$ cat src/psc_pkg.sv
// Shared types and constants for the pressure sensor compensation block.
// Depends on nothing; every other file in src imports it.
package psc_pkg;

    // Port widths.
    localparam int RAW_W      = 24;
    localparam int CAL_W      = 16;
    localparam int CFG_IDX_W  = 3;
    localparam int TEMP_OUT_W = 21;
    localparam int PRESS_W    = 32;

    // Internal widths, sized from the ranges of the calibration words and conversions.
    localparam int DT_W    = RAW_W + 1;
    localparam int PROD_W  = DT_W + CAL_W + 1;
    localparam int DT2_W   = 2 * RAW_W;
    localparam int TEMP_W  = 20;
    localparam int SENS_W  = 37;
    localparam int DEV2_W  = 36;
    localparam int TI_W    = 17;
    localparam int MULC_W  = 42;
    localparam int CORR_W  = 38;
    localparam int DIFF_W  = 40;
    localparam int PPROD_W = 64;
    localparam int X_W     = 44;
    localparam int MAG_W   = 32;
    localparam int DIV_W   = 7;

    // Pipeline depth: five stages in the front end, five in the back end.
    localparam int FRONT_LAT = 5;
    localparam int BACK_LAT  = 5;
    localparam int LATENCY   = FRONT_LAT + BACK_LAT;

    // Register indexes of the configuration port.
    localparam logic [CFG_IDX_W-1:0] CFG_MODEL_SELECT = 3'd0;
    localparam logic [CFG_IDX_W-1:0] CFG_CAL_SENS     = 3'd1;
    localparam logic [CFG_IDX_W-1:0] CFG_CAL_OFFSET   = 3'd2;
    localparam logic [CFG_IDX_W-1:0] CFG_CAL_TCS      = 3'd3;
    localparam logic [CFG_IDX_W-1:0] CFG_CAL_TCO      = 3'd4;
    localparam logic [CFG_IDX_W-1:0] CFG_CAL_TREF     = 3'd5;
    localparam logic [CFG_IDX_W-1:0] CFG_CAL_TEMPSENS = 3'd6;

    // Part selection.
    localparam logic MODEL_30BAR = 1'b0;
    localparam logic MODEL_2BAR  = 1'b1;

    // Temperature thresholds in hundredths of a degree.
    localparam int TEMP_REF       = 2000;
    localparam int TEMP_VLOW_EDGE = -1599;
    localparam int TEMP_VLOW_REF  = 1500;

    // Final divisors and their 32-bit reciprocals, rounded up, with the matching right shifts.
    localparam logic [DIV_W-1:0] DIV_30BAR   = 7'd10;
    localparam logic [DIV_W-1:0] DIV_2BAR    = 7'd100;
    localparam logic [31:0]      RECIP_30BAR = 32'hCCCC_CCCD;
    localparam logic [31:0]      RECIP_2BAR  = 32'h51EB_851F;
    localparam logic [5:0]       RSH_30BAR   = 6'd35;
    localparam logic [5:0]       RSH_2BAR    = 6'd37;

    typedef struct packed {
        logic             model_select;
        logic [CAL_W-1:0] cal_sens;
        logic [CAL_W-1:0] cal_offset;
        logic [CAL_W-1:0] cal_tcs;
        logic [CAL_W-1:0] cal_tco;
        logic [CAL_W-1:0] cal_tref;
        logic [CAL_W-1:0] cal_tempsens;
    } t_cfg;

    // Handoff from the temperature front end to the pressure back end.
    typedef struct packed {
        logic                         valid;
        logic [RAW_W-1:0]             d1;
        logic signed [DIFF_W-1:0]     sdiff;
        logic signed [DIFF_W-1:0]     odiff;
        logic signed [TEMP_OUT_W-1:0] temp_out;
    } t_mid;

    // Signed division by 2^k that truncates toward zero.
    function automatic logic signed [63:0] sdiv_p2(input logic signed [63:0] x,
                                                   input logic [5:0] k);
        logic signed [63:0] bias;
        bias = x[63] ? ((64'sd1 <<< k) - 64'sd1) : 64'sd0;
        return (x + bias) >>> k;
    endfunction

endpackage

$ cat src/psc_cfg_regs.sv
// Calibration and part-select registers of the compensation block.
// Depends on psc_pkg for the register indexes and the t_cfg type.
module psc_cfg_regs import psc_pkg::*; (
    input  logic                 i_clk,
    input  logic                 i_rst_n,
    input  logic                 i_we,
    input  logic [CFG_IDX_W-1:0] i_index,
    input  logic [CAL_W-1:0]     i_data,
    output t_cfg                 o_cfg
);

    t_cfg r_cfg;

    always_ff @(posedge i_clk) begin
        if (!i_rst_n) begin
            r_cfg <= '0;
        end else if (i_we) begin
            unique case (i_index)
                CFG_MODEL_SELECT: r_cfg.model_select <= i_data[0];
                CFG_CAL_SENS:     r_cfg.cal_sens     <= i_data;
                CFG_CAL_OFFSET:   r_cfg.cal_offset   <= i_data;
                CFG_CAL_TCS:      r_cfg.cal_tcs      <= i_data;
                CFG_CAL_TCO:      r_cfg.cal_tco      <= i_data;
                CFG_CAL_TREF:     r_cfg.cal_tref     <= i_data;
                CFG_CAL_TEMPSENS: r_cfg.cal_tempsens <= i_data;
                default:          r_cfg              <= r_cfg;
            endcase
        end
    end

    assign o_cfg = r_cfg;

endmodule

$ cat config.mk
export PLATFORM = sky130hd
export DESIGN_NAME = psc_cfg_regs
export DESIGN_NICKNAME = d
export VERILOG_FILES = /design/src/psc_pkg.sv /design/src/psc_cfg_regs.sv
export SDC_FILE = /design/constraint.sdc
export NUM_CORES = 1
export LEC_CHECK = 0
export BUFFER_PORTS_ARGS = -buffer_cell sky130_fd_sc_hd__buf_2
export CAP_MARGIN = 0
export CELL_PAD_IN_SITES_DETAIL_PLACEMENT = 0
export CELL_PAD_IN_SITES_GLOBAL_PLACEMENT = 1
export CORE_ASPECT_RATIO = 0.8
export CORE_MARGIN = 3
export CORE_UTILIZATION = 30
export CTS_BUF_LIST = sky130_fd_sc_hd__clkbuf_2
export DETAILED_ROUTE_END_ITERATION = 7
export PLACE_DENSITY = 0.76
export SYNTH_ARGS = -nofsm -noshare
export SYNTH_HDL_FRONTEND = slang
export SYNTH_SLANG_ARGS = --single-unit
$ cat constraint.sdc
create_clock -name i_clk -period 1 [get_ports i_clk]
set_input_delay 0.1 -clock i_clk [delete_from_list [all_inputs] [get_ports i_clk]]
set_output_delay 0.1 -clock i_clk [all_outputs]
set_load 0.005 [all_outputs]
# After elaboration in Yosys (flattened, before gate mapping)
# Cells that the tools add are included.
dict set report op_classes {
  n_reduce_logical 8
  eq_ne 6
}
# operator count
set op_table {}
lappend op_table {{AND reduction 2 bit} 7}
lappend op_table {{equality test 3 bit, second input constant} 3}
lappend op_table {{equality test 3 x 2 -> 1 bit, second input constant} 2}
lappend op_table {{equality test 3 x 1 -> 1 bit, second input constant} 1}
lappend op_table {{logical NOT 3 bit} 1}
dict set report word_totals {
  input_bits 22
  regBits 97
  word_cells 21
  out_inout_bits 97
}

# Depth between registers and ports, before layout
dict set report logic_depth {
  depth_word 2
  depth_mapped 5
  depth_no_buf 2
}

# Least setup slack after synthesis
# OpenSTA, ideal clock, no wires.
dict set report synth_path {
  kind {input port to flip-flop}
  start {in i_rst_n}
  end {reg r_cfg, in the netlist o_cfg[76]}
  t_arrival_ns 0.800
  slack_ns 0.128
  setup_ns 0.072
  path_buffers 2
  cell_stages 4
  required_ns 0.928
  path_cell_list {clkbuf_1 -> clkbuf_1 -> nand2_1 -> mux2i_1}
}
# element line_no
set synth_rtl {}
lappend synth_rtl {{start, declared} psc_cfg_regs.sv:5} ;# input logic i_rst_n,
lappend synth_rtl {{end signal, assigned} psc_cfg_regs.sv:26} ;# default: r_cfg <= r_cfg;
lappend synth_rtl {{end, declared} psc_cfg_regs.sv:12} ;# t_cfg r_cfg;

==> reports/summary.txt <==
RUN STATUS
------------------------------------------------------------------------------------------
Run status                                                                    finished, violations left
Violated checks                                                               setup timing

CLOCK TREE
------------------------------------------------------------------------------------------
Number of buffers inserted during clock tree synthesis                                   9
TritonCTS clock tree                                                                   yes
Clock sinks                                                                             97
Cell chosen for the clock root                                                sky130_fd_sc_hd__clkbuf_2
CTS H-tree lvls                                                                          3
Clock latency at the later pin of the worst-skew pair                               520 ps
Clock edge transition at the registers on the reported setup and hold paths         250 ps
Worst-case clock buffer depth                                                            2

DETAILED ROUTING
------------------------------------------------------------------------------------------
DRT iter0 DRCs                                                                         112
Detailed-routing wirelength on met1                                               4.699 mm
Final routed wire length divided by cell count                                    16.24 um
Post-route antenna net violation count                                                   0
Overall via count from detail_route                                                  2,893
Initial DRT Pass Iterations                                                              4
Highest routing layer actually used                                                   met4
Routed vias/inst                                                                     4.534
Number of design rule violations left after detail routing                               0
Met3 wire len                                                                       618 um
Final routed wirelength across all metal layers                                   10.36 mm
Sum of met2 wire segment lengths after detailed routing                           4.942 mm

PLACE
------------------------------------------------------------------------------------------
Placed wire-length estimate after detailed placement                              6.703 mm
Placer congestion estimate                                                          0.7036
Number of port buffers                                                                 118

SETUP PATH
------------------------------------------------------------------------------------------
Largest delay contributor family on the critical path                         buffers and inverters
Critical Path, Cell by Cell                                                   buf_4 -> dlygate4sd3_1 -> nand2_1 -> mux2i_1
Required time of the critical path                                                 1470 ps
Worst reg2reg path startpoint                                                 o_cfg[91]$_SDFFE_PN0P_
Critical Path Fanout Max                                                                25
Startpoint type of the worst setup path                                       primary input
Buffering stage count on the worst path with inverters included                          2
CP max stage cell                                                             sky130_fd_sc_hd__dlygate4sd3_1
WS Path Type                                                                        in2reg
CP peak stage delay                                                                1040 ps
Worst setup path start                                                             i_rst_n
Type of element capturing the critical path                                       register
Critical path arrival                                                              1720 ps

TIMING
------------------------------------------------------------------------------------------
Setup TNS after final layout                                                    -14,310 ps
Time the final worst path needs with I/O delays and setup                          1245 ps
Ratio of final minimum period to clock period                                       124.5%
Final setup vio count                                                                  122
Post-route clock skew                                                                 0 ps
Setup slack of the critical path after layout                                    -244.9 ps
Worst Tran Pin Value                                                              673.0 ps
Number of failing hold endpoints at the final stage                                      0
F_max                                                                            803.3 MHz
Final Max Slew Viols                                                                     0
Setup repair after global routing missed its margin                                    yes
Slew headroom                                                                       54.98%

LAYOUT
------------------------------------------------------------------------------------------
Layout cells sized above 1                                                          51.22%
Area overhead of the layout relative to synthesis                                   46.25%
# nets final                                                                           507
Commonest non-fill, non-tap cells in the layout                               sky130_fd_sc_hd__nand2_1 (113), sky130_fd_sc_hd__mux2i_1 (97), sky130_fd_sc_hd__dfxtp_2 (97)
Fill cell count                                                                      1,086
Largest register FFs                                                                    97
Most common library cell in the layout ignoring fill and taps                 sky130_fd_sc_hd__nand2_1
Antenna Diode Count                                                                      0
Final design utilization                                                            45.24%

WORST HOLD PATH
------------------------------------------------------------------------------------------
Class of the tightest hold or removal check                                         in2reg
Launch point of the worst hold path                                                i_rst_n

FLOORPLANNING
------------------------------------------------------------------------------------------
Height of the die                                                                 103.8 um
Die Outline Area                                                              13,320 sq um
Total I/O pin count                                                                    119
Width of the die                                                                  128.3 um
Core outline area                                                             11,600 sq um
Initial core utilization                                                            30.93%
Core Rows                                                                               35

GLOBAL ROUTING
------------------------------------------------------------------------------------------
Initial antenna violation count                                                          0
Global Route Usage Sum                                                              15.24%
Number of global-route vias before repair                                            2,906
Pin count of the biggest net entering global routing                                    30
Leftover overflow at the end of global routing                                           0
Wire length of the first global-routing pass                                      15.92 mm

SYNTH
------------------------------------------------------------------------------------------
Share of the yosys chip area belonging to registers                                 54.10%
Warnings from Yosys                                                                      0
Total nets after synthesis                                                             361
Gate count of the mapped netlist                                                       339
Mean instance size in the synthesized netlist                                  10.59 sq um
Cell area after synthesis                                                       3590 sq um
Synthesized flop and latch total                                                        97
Netlist cell types                                                                      12

POWER
------------------------------------------------------------------------------------------
Leakage                                                                           2.722 nW
Max rail drop VDD                                                                0.8899 mV
Ratio of total power to cell area                                             1351 nW/um^2

FLOW RUN
------------------------------------------------------------------------------------------
Max-cap check violation count                                                            0

-- logic make-up after synthesis --
kind of cell           after synthesis  share of synthesized area, %
flip-flops                          97                         54.10
multiplexers                        97                         27.05
buffers and inverters               25                         5.089
AND/OR/NAND/NOR                    120                         13.77
-- worst paths after layout --
check / slack (ps) / end / cells past startpoint
max reg2reg: 280 / o_cfg[91]$_SDFFE_PN0P_ / 3
max: -240 / o_cfg[57]$_SDFFE_PN0P_ / 4
min reg2reg: 470 / o_cfg[65]$_SDFFE_PN0P_ / 2
min: 80 / o_cfg[64]$_SDFFE_PN0P_ / 4
-- metrics by stage --
| stage | area (sq um) | hold slack [ps] | total power [mW] | cells | setup slack, ps |
|---|---|---|---|---|---|
| 2_1_floorplan | 3590 | 291.8 | 4.362 | 339 | 127.8 |
| 6_report | 5250 | 83.19 | 7.095 | 638 | -244.9 |
| 4_1_cts | 4985 | 2.384 | 7.139 | 634 | -228.0 |
| 5_1_grt | 5250 | 5.648 | 7.431 | 638 | -279.2 |
| 3_5_place_dp | 4358 | 445.1 | 4.608 | 593 | -190.1 |
| 3_3_place_gp | 4358 | 442.0 | 4.593 | 593 | -138.1 |
-- final cells by class --
class                           count  area, sq um  area share [%]
Clock inverter                      6        115.1           2.193
Sequential cell                    97         2063           39.30
Timing Repair Buffer              160         1368           26.05
Tap cell                          148        185.2           3.527
Multi-Input combinational cell    217         1469           27.98
Clock buffer                       10        50.05          0.9533
-- synth_stat cells --
| library cell | number | area share [%] |
|---|---|---|
| sky130_fd_sc_hd__nand2_1 | 113 | 12 |
| sky130_fd_sc_hd__dfxtp_1 | 97 | 54 |
| sky130_fd_sc_hd__mux2i_1 | 97 | 27 |
| sky130_fd_sc_hd__buf_2 | 10 | 1.4 |
| sky130_fd_sc_hd__buf_6 | 6 | 1.9 |
| sky130_fd_sc_hd__buf_4 | 4 | 0.84 |
| sky130_fd_sc_hd__clkbuf_1 | 4 | 0.42 |
| sky130_fd_sc_hd__nand4b_1 | 3 | 0.73 |
| sky130_fd_sc_hd__nand4bb_1 | 2 | 0.63 |
| sky130_fd_sc_hd__and4bb_1 | 1 | 0.35 |
| sky130_fd_sc_hd__buf_12 | 1 | 0.56 |
| sky130_fd_sc_hd__nor4b_1 | 1 | 0.24 |
-- report_power, final --
| group | internal [mW] | switching, mW | total [mW] |
|---|---|---|---|
| Sequential | 3.97 | 0.0536 | 4.03 |
| Clock | 1.10 | 1.31 | 2.41 |
| Combinational | 0.334 | 0.327 | 0.661 |
-- timing repair --
action | in CTS | in global routing
hold buffers | 21 | 3
resized for setup | 113 | 35
setup buffers | 4 | 2
pin swaps | 0 | 1
gates cloned | 0 | 1
endpoints found under the setup margin | 97 | 114
hold endpoints to repair | 97 | 13
-- routing by layer --
layer  up-vias  track usage [%]
li1       1419                -
met2        77            24.76
met3        10            4.948
met4         0            3.712
met1      1387            19.53
met5         -                0
-- worst reg2reg max path, delay by kind of cell, from the launching register on --
kind | cells | cell delay, ps
buf+inv | 1 | 100
flops | 1 | 400
mux | 1 | 130
simple gates | 1 | 40
Power figures use the tool's default switching activity.
